### src/sbsa_pkg.sv
// ============================================================================
// sbsa_pkg
// Shared types and constants of the slot bitmap scratch allocator.
// ============================================================================
`default_nettype none

package sbsa_pkg;

  // Default sizing of the slot table and of the offset datapath.
  localparam int unsigned SLOTS_DEF       = 32;
  localparam int unsigned OFFSET_BITS_DEF = 16;

  // Reset value of the buffer size register.
  localparam logic [15:0] BUF_BYTES_RESET = 16'd2000;

  // Shrink lengths are rounded up to a multiple of eight bytes.
  localparam logic [2:0] ROUND_MASK = 3'h7;

  // Operation codes carried in the input tuser.
  typedef enum logic [1:0] {
    OP_ALLOC   = 2'd0,
    OP_RELEASE = 2'd1,
    OP_SHRINK  = 2'd2
  } op_e;

  // Result codes carried in the output tuser.
  typedef enum logic [2:0] {
    ST_NEW      = 3'd0,
    ST_REUSED   = 3'd1,
    ST_NOSPACE  = 3'd2,
    ST_RELEASED = 3'd3,
    ST_NOTFOUND = 3'd4,
    ST_SHRUNK   = 3'd5,
    ST_IGNORED  = 3'd6
  } status_e;

  // Sequencer states.
  typedef enum logic [3:0] {
    S_IDLE,
    S_AL_PREP,
    S_AL_SCAN,
    S_RL_FAST,
    S_RL_SCAN,
    S_RL_HIT,
    S_RL_TOP,
    S_SH_CALC,
    S_SH_WRITE,
    S_DONE
  } state_e;

  // One request as taken from the input channel.
  typedef struct packed {
    op_e                op;
    logic signed [16:0] size;
    logic [15:0]        addr;
  } req_t;

  // One result as handed to the output channel.
  typedef struct packed {
    status_e     status;
    logic [15:0] base;
    logic [15:0] len;
    logic [4:0]  slot;
  } result_t;

  // Slot table commands from the sequencer.
  typedef struct packed {
    logic wr;   // write base and length at the index
    logic clr;  // clear the index and every higher entry
  } tbl_cmd_t;

endpackage

`default_nettype wire

### src/sbsa_slot_table.sv
// ============================================================================
// sbsa_slot_table
// Base and length of every slot, one shared read/write index, plus a
// clear of all entries from the index upward.
// ============================================================================
`default_nettype none

module sbsa_slot_table #(
  parameter int unsigned SLOTS       = 32,
  parameter int unsigned OFFSET_BITS = 16,
  localparam int unsigned IW = (SLOTS > 1) ? $clog2(SLOTS) : 1,
  localparam int unsigned LW = (OFFSET_BITS > 16) ? OFFSET_BITS : 16
) (
  input  wire                    clk_i,
  input  wire                    rst_ni,
  input  sbsa_pkg::tbl_cmd_t     cmd_i,
  input  wire [IW-1:0]           idx_i,
  input  wire [OFFSET_BITS-1:0]  wr_base_i,
  input  wire [LW-1:0]           wr_len_i,
  output logic [OFFSET_BITS-1:0] rd_base_o,
  output logic [LW-1:0]          rd_len_o
);
  import sbsa_pkg::*;

  logic [OFFSET_BITS-1:0] base_q [SLOTS];
  logic [LW-1:0]          len_q  [SLOTS];

  // Each entry decides on its own whether it is written or cleared.
  always_ff @(posedge clk_i or negedge rst_ni) begin
    if (!rst_ni) begin
      for (int i = 0; i < SLOTS; i++) begin
        base_q[i] <= '0;
        len_q[i]  <= '0;
      end
    end else begin
      for (int i = 0; i < SLOTS; i++) begin
        if (cmd_i.clr && (IW'(i) >= idx_i)) begin
          base_q[i] <= '0;
          len_q[i]  <= '0;
        end else if (cmd_i.wr && (IW'(i) == idx_i)) begin
          base_q[i] <= wr_base_i;
          len_q[i]  <= wr_len_i;
        end
      end
    end
  end

  // The sequencer looks at one entry per cycle.
  assign rd_base_o = base_q[idx_i];
  assign rd_len_o  = len_q[idx_i];

endmodule

`default_nettype wire

### src/sbsa_engine.sv
// ============================================================================
// sbsa_engine
// Sequencer of the allocator: walks the slot table one entry per cycle
// through a shared compare path and keeps bitmap, bump pointer and last slot.
// ============================================================================
`default_nettype none

module sbsa_engine #(
  parameter int unsigned SLOTS       = 32,
  parameter int unsigned OFFSET_BITS = 16,
  localparam int unsigned IW = (SLOTS > 1) ? $clog2(SLOTS) : 1,
  localparam int unsigned LW = (OFFSET_BITS > 16) ? OFFSET_BITS : 16
) (
  input  wire                    clk_i,
  input  wire                    rst_ni,
  input  wire                    start_i,
  input  sbsa_pkg::req_t         req_i,
  input  wire [15:0]             buf_bytes_i,
  output logic                   idle_o,
  output logic                   res_valid_o,
  input  wire                    res_ready_i,
  output sbsa_pkg::result_t      res_o,
  output sbsa_pkg::tbl_cmd_t     tbl_cmd_o,
  output logic [IW-1:0]          tbl_idx_o,
  output logic [OFFSET_BITS-1:0] tbl_wr_base_o,
  output logic [LW-1:0]          tbl_wr_len_o,
  input  wire [OFFSET_BITS-1:0]  tbl_rd_base_i,
  input  wire [LW-1:0]           tbl_rd_len_i
);
  import sbsa_pkg::*;

  localparam int unsigned CW      = LW + 1;
  localparam logic [IW-1:0] LAST_IX = IW'(SLOTS - 1);
  localparam logic [CW-1:0] OFF_MASK = CW'((64'd1 << OFFSET_BITS) - 64'd1);

  state_e                 state_q, state_d;
  req_t                   req_q, req_d;
  logic [SLOTS-1:0]       used_q, used_d;
  logic [OFFSET_BITS-1:0] free_ptr_q, free_ptr_d;
  logic                   last_v_q, last_v_d;
  logic [IW-1:0]          last_idx_q, last_idx_d;
  logic [IW-1:0]          ix_q, ix_d;
  logic [15:0]            avail_q, avail_d;
  logic [15:0]            size_q, size_d;
  logic [16:0]            shr_len_q, shr_len_d;
  logic [CW-1:0]          room_q, room_d;
  result_t                res_q, res_d;

  logic [CW-1:0]    addr_ext, base_ext, end_ext, fp_ext, buf_ext;
  logic [CW-1:0]    len_fin;
  logic [15:0]      avail_w;
  logic [16:0]      round_w;
  logic             holds;
  logic             rest_free;
  logic             hit_top;
  logic [SLOTS-1:0] used_hit_clr;
  logic [IW-1:0]    ix_prev;

  function automatic logic [15:0] f16(input logic [CW-1:0] v);
    return v[15:0];
  endfunction

  function automatic result_t mk_res(input status_e st, input logic [15:0] b,
                                     input logic [15:0] l, input logic [4:0] s);
    result_t r;
    r.status = st;
    r.base   = b;
    r.len    = l;
    r.slot   = s;
    return r;
  endfunction

  // Shared compare path on the table entry under the index.
  assign addr_ext  = CW'(req_q.addr);
  assign base_ext  = CW'(tbl_rd_base_i);
  assign end_ext   = base_ext + CW'(tbl_rd_len_i);
  assign holds     = (addr_ext >= base_ext) && (addr_ext < end_ext);
  assign fp_ext    = CW'(free_ptr_q);
  assign buf_ext   = CW'(buf_bytes_i);
  assign avail_w   = (buf_ext > fp_ext) ? 16'(buf_ext - fp_ext) : 16'd0;
  assign rest_free = ((used_q >> ix_q) == '0);

  // Release bookkeeping: bitmap without the hit and the scan below it.
  assign used_hit_clr = used_q & ~(SLOTS'(1) << ix_q);
  assign hit_top      = ((used_hit_clr >> ix_q) == '0);
  assign ix_prev      = ix_q - IW'(1);

  // Shrink length rounded up and limited to the room below the top offset.
  assign round_w = (17'({1'b0, req_q.size[15:0]}) + 17'(ROUND_MASK)) & ~17'(ROUND_MASK);
  assign len_fin = (CW'(shr_len_q) > room_q) ? room_q : CW'(shr_len_q);

  // Next state and table commands.
  always_comb begin
    state_d       = state_q;
    req_d         = req_q;
    used_d        = used_q;
    free_ptr_d    = free_ptr_q;
    last_v_d      = last_v_q;
    last_idx_d    = last_idx_q;
    ix_d          = ix_q;
    avail_d       = avail_q;
    size_d        = size_q;
    shr_len_d     = shr_len_q;
    room_d        = room_q;
    res_d         = res_q;
    tbl_cmd_o     = '0;
    tbl_idx_o     = ix_q;
    tbl_wr_base_o = free_ptr_q;
    tbl_wr_len_o  = LW'(size_q);
    res_valid_o   = 1'b0;

    case (state_q)
      S_IDLE: begin
        if (start_i) begin
          req_d = req_i;
          case (req_i.op)
            OP_ALLOC:   state_d = S_AL_PREP;
            OP_RELEASE: state_d = S_RL_FAST;
            OP_SHRINK:  state_d = S_SH_CALC;
            default: begin
              res_d   = mk_res(ST_IGNORED, '0, '0, '0);
              state_d = S_DONE;
            end
          endcase
        end
      end

      // Resolve the requested size against the free space.
      S_AL_PREP: begin
        avail_d = avail_w;
        ix_d    = '0;
        state_d = S_AL_SCAN;
        if (req_q.size == 17'sd0) begin
          size_d = avail_w;
        end else if (req_q.size == -17'sd1) begin
          size_d = avail_w >> 1;
        end else if (req_q.size[16]) begin
          res_d   = mk_res(ST_NOSPACE, '0, '0, '0);
          state_d = S_DONE;
        end else begin
          size_d = req_q.size[15:0];
        end
      end

      // Reuse the lowest exact-size hole, else carve from the bump pointer.
      S_AL_SCAN: begin
        if (!used_q[ix_q] && rest_free) begin
          state_d = S_DONE;
          if (size_q <= avail_q) begin
            tbl_cmd_o.wr   = 1'b1;
            free_ptr_d     = OFFSET_BITS'(fp_ext + CW'(size_q));
            used_d[ix_q]   = 1'b1;
            last_v_d       = 1'b1;
            last_idx_d     = ix_q;
            res_d = mk_res(ST_NEW, f16(fp_ext), size_q, 5'(ix_q));
          end else begin
            res_d = mk_res(ST_NOSPACE, '0, '0, '0);
          end
        end else if (!used_q[ix_q] && (tbl_rd_len_i == LW'(size_q))) begin
          used_d[ix_q] = 1'b1;
          res_d = mk_res(ST_REUSED, f16(base_ext), f16(CW'(tbl_rd_len_i)), 5'(ix_q));
          state_d = S_DONE;
        end else if (ix_q == LAST_IX) begin
          res_d   = mk_res(ST_NOSPACE, '0, '0, '0);
          state_d = S_DONE;
        end else begin
          ix_d = ix_q + IW'(1);
        end
      end

      // Try the last allocated slot before a full search.
      S_RL_FAST: begin
        ix_d    = '0;
        state_d = S_RL_SCAN;
        if (last_v_q) begin
          tbl_idx_o = last_idx_q;
          if (used_q[last_idx_q] && holds) begin
            ix_d    = last_idx_q;
            state_d = S_RL_HIT;
          end else begin
            last_v_d = 1'b0;
          end
        end
      end

      S_RL_SCAN: begin
        if (used_q[ix_q] && holds) begin
          state_d = S_RL_HIT;
        end else if (ix_q == LAST_IX) begin
          res_d   = mk_res(ST_NOTFOUND, '0, '0, '0);
          state_d = S_DONE;
        end else begin
          ix_d = ix_q + IW'(1);
        end
      end

      // Free the slot; fall back the bump pointer if it was the top one.
      S_RL_HIT: begin
        used_d  = used_hit_clr;
        res_d   = mk_res(ST_RELEASED, f16(base_ext), f16(CW'(tbl_rd_len_i)), 5'(ix_q));
        state_d = hit_top ? S_RL_TOP : S_DONE;
      end

      // Walk down to the slot just above the highest one still in use.
      S_RL_TOP: begin
        if ((ix_q == '0) || used_q[ix_prev]) begin
          free_ptr_d    = tbl_rd_base_i;
          tbl_cmd_o.clr = 1'b1;
          state_d       = S_DONE;
        end else begin
          ix_d = ix_prev;
        end
      end

      S_SH_CALC: begin
        tbl_idx_o = last_idx_q;
        if (!last_v_q || (base_ext != addr_ext)) begin
          res_d   = mk_res(ST_IGNORED, '0, '0, '0);
          state_d = S_DONE;
        end else begin
          shr_len_d = (req_q.size[16] || (req_q.size == 17'sd0)) ? 17'd0 : round_w;
          room_d    = (addr_ext <= OFF_MASK) ? (OFF_MASK - addr_ext) : '0;
          state_d   = S_SH_WRITE;
        end
      end

      S_SH_WRITE: begin
        tbl_idx_o     = last_idx_q;
        tbl_cmd_o.wr  = 1'b1;
        tbl_wr_base_o = tbl_rd_base_i;
        tbl_wr_len_o  = LW'(len_fin);
        free_ptr_d    = OFFSET_BITS'(addr_ext + len_fin);
        res_d   = mk_res(ST_SHRUNK, req_q.addr, f16(len_fin), 5'(last_idx_q));
        state_d = S_DONE;
      end

      // Hold the result until the output register takes it.
      S_DONE: begin
        res_valid_o = 1'b1;
        if (res_ready_i) begin
          state_d = S_IDLE;
        end
      end

      default: state_d = S_IDLE;
    endcase
  end

  // Control state.
  always_ff @(posedge clk_i or negedge rst_ni) begin
    if (!rst_ni) begin
      state_q    <= S_IDLE;
      used_q     <= '0;
      free_ptr_q <= '0;
      last_v_q   <= 1'b0;
      last_idx_q <= '0;
      ix_q       <= '0;
    end else begin
      state_q    <= state_d;
      used_q     <= used_d;
      free_ptr_q <= free_ptr_d;
      last_v_q   <= last_v_d;
      last_idx_q <= last_idx_d;
      ix_q       <= ix_d;
    end
  end

  // Working registers of the current request.
  always_ff @(posedge clk_i) begin
    req_q     <= req_d;
    avail_q   <= avail_d;
    size_q    <= size_d;
    shr_len_q <= shr_len_d;
    room_q    <= room_d;
    res_q     <= res_d;
  end

  assign idle_o = (state_q == S_IDLE);
  assign res_o  = res_q;

endmodule

`default_nettype wire

### src/slot_bitmap_scratch_allocator_core.sv
// ============================================================================
// slot_bitmap_scratch_allocator_core
// Scratch buffer allocator with a used bitmap, a slot table and a bump
// pointer; allocate, release by address and shrink of the last block.
// ============================================================================
//
//  Channel  Direction  Beat content
//  -------  ---------  ------------------------------------------------------
//  s_axis   in         tuser: op; tdata: req_size, req_addr
//  m_axis   out        tuser: status; tdata: block_base, block_len, slot_index
//  cfg      in         buffer_bytes (16 bit)
//
//  Allocate and release scan one slot table entry per cycle through the
//  compare path; shrink reads only the last slot and the spare op none.
//  The result beat follows the last busy cycle; input is ready only when idle.
//  Reset clears the bitmap, the slot table and the pointers at once.
//  A full output register stalls the sequencer in its result state.
// ============================================================================
`default_nettype none

module slot_bitmap_scratch_allocator_core #(
  parameter int unsigned SLOTS       = sbsa_pkg::SLOTS_DEF,
  parameter int unsigned OFFSET_BITS = sbsa_pkg::OFFSET_BITS_DEF
) (
  input  wire         clk_i,
  input  wire         rst_ni,
  input  wire         cfg_valid_i,
  output logic        cfg_ready_o,
  input  wire  [15:0] cfg_data_i,
  input  wire         s_axis_tvalid,
  output logic        s_axis_tready,
  input  wire  [39:0] s_axis_tdata,   // req_size[16:0], req_addr[32:17], zero
  input  wire  [1:0]  s_axis_tuser,   // op
  output logic        m_axis_tvalid,
  input  wire         m_axis_tready,
  output logic [39:0] m_axis_tdata,   // block_base[15:0], block_len[31:16],
                                      // slot_index[36:32], zero
  output logic [2:0]  m_axis_tuser    // status
);
  import sbsa_pkg::*;

  localparam int unsigned IW = (SLOTS > 1) ? $clog2(SLOTS) : 1;
  localparam int unsigned LW = (OFFSET_BITS > 16) ? OFFSET_BITS : 16;

  logic [15:0]            buf_bytes_q;
  logic                   out_valid_q;
  result_t                out_res_q;
  req_t                   req;
  logic                   start;
  logic                   idle;
  logic                   res_valid;
  logic                   out_free;
  result_t                res;
  tbl_cmd_t               tbl_cmd;
  logic [IW-1:0]          tbl_idx;
  logic [OFFSET_BITS-1:0] tbl_wr_base, tbl_rd_base;
  logic [LW-1:0]          tbl_wr_len, tbl_rd_len;

  // Buffer size register, written at any time the block is idle.
  assign cfg_ready_o = idle;

  always_ff @(posedge clk_i or negedge rst_ni) begin
    if (!rst_ni) begin
      buf_bytes_q <= BUF_BYTES_RESET;
    end else if (cfg_valid_i && cfg_ready_o) begin
      buf_bytes_q <= cfg_data_i;
    end
  end

  // Input beat unpacking.
  assign req.op        = op_e'(s_axis_tuser);
  assign req.size      = s_axis_tdata[16:0];
  assign req.addr      = s_axis_tdata[32:17];
  assign s_axis_tready = idle;
  assign start         = s_axis_tvalid && idle;

  sbsa_engine #(
    .SLOTS       (SLOTS),
    .OFFSET_BITS (OFFSET_BITS)
  ) u_engine (
    .clk_i         (clk_i),
    .rst_ni        (rst_ni),
    .start_i       (start),
    .req_i         (req),
    .buf_bytes_i   (buf_bytes_q),
    .idle_o        (idle),
    .res_valid_o   (res_valid),
    .res_ready_i   (out_free),
    .res_o         (res),
    .tbl_cmd_o     (tbl_cmd),
    .tbl_idx_o     (tbl_idx),
    .tbl_wr_base_o (tbl_wr_base),
    .tbl_wr_len_o  (tbl_wr_len),
    .tbl_rd_base_i (tbl_rd_base),
    .tbl_rd_len_i  (tbl_rd_len)
  );

  sbsa_slot_table #(
    .SLOTS       (SLOTS),
    .OFFSET_BITS (OFFSET_BITS)
  ) u_table (
    .clk_i     (clk_i),
    .rst_ni    (rst_ni),
    .cmd_i     (tbl_cmd),
    .idx_i     (tbl_idx),
    .wr_base_i (tbl_wr_base),
    .wr_len_i  (tbl_wr_len),
    .rd_base_o (tbl_rd_base),
    .rd_len_o  (tbl_rd_len)
  );

  // Output register; it takes a new result as soon as the old one leaves.
  assign out_free = !out_valid_q || m_axis_tready;

  always_ff @(posedge clk_i or negedge rst_ni) begin
    if (!rst_ni) begin
      out_valid_q <= 1'b0;
    end else if (out_free) begin
      out_valid_q <= res_valid;
    end
  end

  always_ff @(posedge clk_i) begin
    if (out_free && res_valid) begin
      out_res_q <= res;
    end
  end

  assign m_axis_tvalid = out_valid_q;
  assign m_axis_tuser  = out_res_q.status;
  assign m_axis_tdata  = {3'b000, out_res_q.slot, out_res_q.len, out_res_q.base};

  // An accepted request makes the block busy in the next cycle.
  a_busy_after_start: assert property (@(posedge clk_i) disable iff (!rst_ni)
    start |=> !s_axis_tready)
    else $error("input still ready after a request was taken");

  // A result blocked by a full output register is held unchanged.
  a_result_held: assert property (@(posedge clk_i) disable iff (!rst_ni)
    (res_valid && !out_free) |=> (res_valid && $stable(res)))
    else $error("pending result lost or changed while output was full");

  // Failure and ignore results carry no block information.
  a_error_fields_zero: assert property (@(posedge clk_i) disable iff (!rst_ni)
    (out_valid_q && ((out_res_q.status == ST_NOSPACE) ||
                     (out_res_q.status == ST_NOTFOUND) ||
                     (out_res_q.status == ST_IGNORED)))
    |-> ((out_res_q.base == '0) && (out_res_q.len == '0) && (out_res_q.slot == '0)))
    else $error("error result with nonzero block fields");

endmodule

`default_nettype wire

### config.mk
export PLATFORM = sky130hd
export DESIGN_NAME = slot_bitmap_scratch_allocator_core
export DESIGN_NICKNAME = d
export VERILOG_FILES = /design/src/sbsa_pkg.sv /design/src/sbsa_slot_table.sv /design/src/sbsa_engine.sv /design/src/slot_bitmap_scratch_allocator_core.sv
export SDC_FILE = /design/constraint.sdc
export NUM_CORES = 2
export LEC_CHECK = 0
export BUFFER_PORTS_ARGS = -buffer_cell sky130_fd_sc_hd__buf_2
export CELL_PAD_IN_SITES_DETAIL_PLACEMENT = 1
export CELL_PAD_IN_SITES_GLOBAL_PLACEMENT = 2
export CORE_MARGIN = 2
export CORE_UTILIZATION = 37
export DETAILED_ROUTE_END_ITERATION = 8
export HOLD_SLACK_MARGIN = 0.08
export PLACE_DENSITY_LB_ADDON = 0.1
export SYNTH_ARGS = -nofsm -noshare
export SYNTH_HDL_FRONTEND = slang
export SYNTH_SLANG_ARGS = --single-unit
export TNS_END_PERCENT = 1
### constraint.sdc
create_clock -name clk_i -period 9 [get_ports clk_i]
set_input_delay 0.9 -clock clk_i [delete_from_list [all_inputs] [get_ports clk_i]]
set_output_delay 0.9 -clock clk_i [all_outputs]
set_load 0.03 [all_outputs]
==> metrics.md <==
| Metric | Value |
|---|---|
| Largest net degree at the start of global routing | `165` |
| Layout area overhead | `14.7%` |
| Root Buffer | `clkbuf_16` |
| Maximum clock path buffer count | `3` |
| Commonest cells in the netlist | `nand2_1, dfrtp_1, o21ai_0, clkbuf_1, nand3_1` |
| Initial drt markers | `6,188` |
| Initial Utilization | `a little under two fifths` |
| Critical Path Most Common Cell | `a21oi_1` |
| Final worst-path cycle share | `a little over nine tenths` |
| Max FO, Critical Path | `40` |
| Sequential area share after synthesis | `around 50%` |
| Fillers | `19,800` |
| Post-Syn Area | `0.0658 mm2` |
| Worst setup EP type | `flop` |
| Avg Cell Area, Syn | `between 9 and 10 um2` |
| Max Cap Viol | `0` |
| Critical path launch point type | `flop` |
| Gr ovfl total | `0` |
| Final Hold Vio Count | `0` |
| Synth Warn # | `0` |
| Residual DRC count | `0` |
| CTS sink count | `~1,300` |
| Setup violators final | `0` |
| DR pass1 iterations | `6` |
| Primary FF master, synth | `dfrtp_1` |
| Die Height | `426 um` |
| EDFF count, synth | `175` |
| Post-route ant nets | `0` |
| Unrepaired setup endpoints after global routing | `false` |
| Post-synth top area cell | `dfrtp_1` |
| Worst path top cell family by delay | `compound AO/OA/AOI/OAI gates` |
| Yosys top cell area share | `41.7%` |
| Sequential cell area | `0.0329 mm2` |
| Critical path buffer and inverter count | `6` |
| Vias per cell | `between 6 and 7` |
| Initial antenna violation count | `12` |
| HP Class | `in2reg` |
| Port Buf Inserts | `98` |
| Global-route wire length before repair | `434,000 um` |
| Worst skew pair latency | `830 ps` |
| Placed cells | `9,053` |
| Routed len/inst | `32.1 um` |
| Max IR drop VDD | `219 uV` |
| Non-Filler Instances | `about 9,300` |
| GR Util All Layers | `32.7%` |
| Synthesized flop and latch total | `1,279` |
| Row count | `154` |
| Max transition margin | `19.9%` |
| Io pins | `109` |
| Core area | `0.176 mm2` |
| Cell count along the critical path | `32` |
| Multi-input logic area | `0.0303 mm2` |
| H-tree depth | `4` |
| Worst slew pin tran | `1200 ps` |
| Nets | `slightly above 7,000` |
| Status | `finished clean` |
| Slowest library cell on the worst path | `o31ai_2` |
| Unique masters post-synth | `around 110` |
| Synth top area cells | `dfrtp_1, edfxtp_1, nand2_1` |
| Die ar. | `approximately 0.18 mm2` |
| Routed vias | `58,900` |
| Pins Over Slew Limit | `0` |
| WHS Path Cells | `1` |
| Die X-Extent | `426 um` |
| Worst-path clk slew | `60 ps` |
| CP max stage delay | `between 700 and 800 ps` |
| Highest clock rate | `116 MHz` |
| DP HPWL | `~190,000 um` |
| Layout cells sized above 1 | `13.1%` |
| Hold WS | `266 ps` |
| Kind of critical path | `reg2reg` |
| Top-count cell post-synth | `nand2_1` |
| Final wirelength | `300,000 um` |
| Vias in the first global route | `59,100` |
| Fin Setup TNS | `0 ps` |
| CTS tree | `built` |
| Asr flop ratio synth | `86.3%` |
| Total CTS buffers | `approximately 160` |
| Mapped Cells | `about 6,900` |
| P per Cell Area | `roughly 330 mW/mm2` |
| RD Place Congestion | `~0.93` |
| Clock skew after layout | `29.9 ps` |
| Reg2reg path depth | `32` |
| Leak Pwr | `32.0 nW` |
| CP arrival | `slightly above 9000 ps` |
| Critical path data required time | `approximately 9600 ps` |
| Fin crit period | `8590 ps` |
## repair_timing
| action | in CTS | in global routing |
|---|---|---|
| endpoints found under the hold margin | 35 | 0 |
| hold buffers | 1 | 0 |
| setup buffers | 0 | 9 |
| gates resized for setup | 0 | 5 |
| setup endpoints to repair | 0 | 46 |
## cells in the final DEF (no fill, tap or decap), types with 89 or more instances in the layout
cell,Yosys,layout
a21oi_1,239,220
and3_1,197,197
o2bb2ai_1,362,362
a31oi_1,114,110
a211oi_1,176,174
buf_4,38,324
o21ai_0,741,739
nand3_1,444,434
buf_2,102,97
nand2_1,1104,1098
a311oi_1,89,89
o31ai_1,107,101
ha_1,133,133
dfrtp_1,1098,1096
edfxtp_1,175,175
clkbuf_16,0,157
nor2_1,175,163
inv_1,180,180
## state kept, by name (all words and copies together), names as in the netlist, 3 cells and up
signal / count
u_engine.free_ptr_q: 16
u_engine.shr_len_q: 14
m_axis_tdata: 37
u_engine.avail_q: 16
u_table.len_q: 512
u_engine.req_q: 17
u_engine.addr_ext: 16
m_axis_tuser: 3
u_engine.size_q: 16
u_engine.room_q: 16
u_table.base_q: 512
u_engine.last_idx_q: 5
u_engine.used_q: 32
u_engine.state_q: 4
buf_bytes_q: 16
u_engine.res_o: 40
u_engine.ix_q: 5
## report_power, final
group	switching (mW)	internal, mW
clock network	2.71	3.67
logic	7.72	3.32
registers	0.556	6.72
total	11.0	13.7
## metrics by stage
step | util [%] | power [mW] | setup slack (ps) | instance area (um2)
after floorplan | - | 13.2 | 641 | 65800
after global placement | 39.8 | 18.0 | 463 | 70300
after detailed placement | 39.8 | 18.2 | 470 | 70300
after CTS | 42.7 | 24.6 | 421 | 75400
after global routing | 42.8 | 25.9 | 17.8 | 75500
final | 42.8 | 24.7 | 406 | 75500
## per-layer routing
layer	share of wire, %	track usage [%]	vias to the layer above
li1	-	-	25300
met1	46	47.5	31100
met2	44	49.1	2104
met3	6.9	5.91	436
met4	3.4	10.9	4
met5	0.0090	0	-
## worst paths after layout
path / startpoint / to / slack (ps)
max in group asynchronous: rst_ni / u_table.len_q[151] / 6240
worst max-delay path: u_engine.state_q[2] / u_engine.res_o[27] / 410
worst max register to register: u_engine.state_q[2] / u_engine.res_o[27] / 410
worst min-delay path: s_axis_tdata[20] / u_engine.addr_ext[3] / 270
worst min register to register: u_engine.res_o[22] / m_axis_tdata[1] / 420
min in group asynchronous: rst_ni / u_table.base_q[455] / 640
## cell type report
type | instances | share of cell area (%)
Sequential cell | 1279 | 43.6
Multi-Input combinational cell | 4806 | 40.1
Clock buffer | 223 | 5.91
Timing Repair Buffer | 456 | 4.77
Tap cell | 2340 | 3.88
Inverter | 182 | 0.905
Clock inverter | 61 | 0.842
Antenna cell | 2 | 0.00663
## logic make-up after synthesis
family	share of synthesized area, %
compound gates	22.9
simple gates	15.4
flops	50.0
buf+inv	5.19
fa+ha+maj	2.65
mux	2.84
xor+xnor	0.958
other cells	0.00570
No activity file was read; power rests on OpenSTA's default activity.
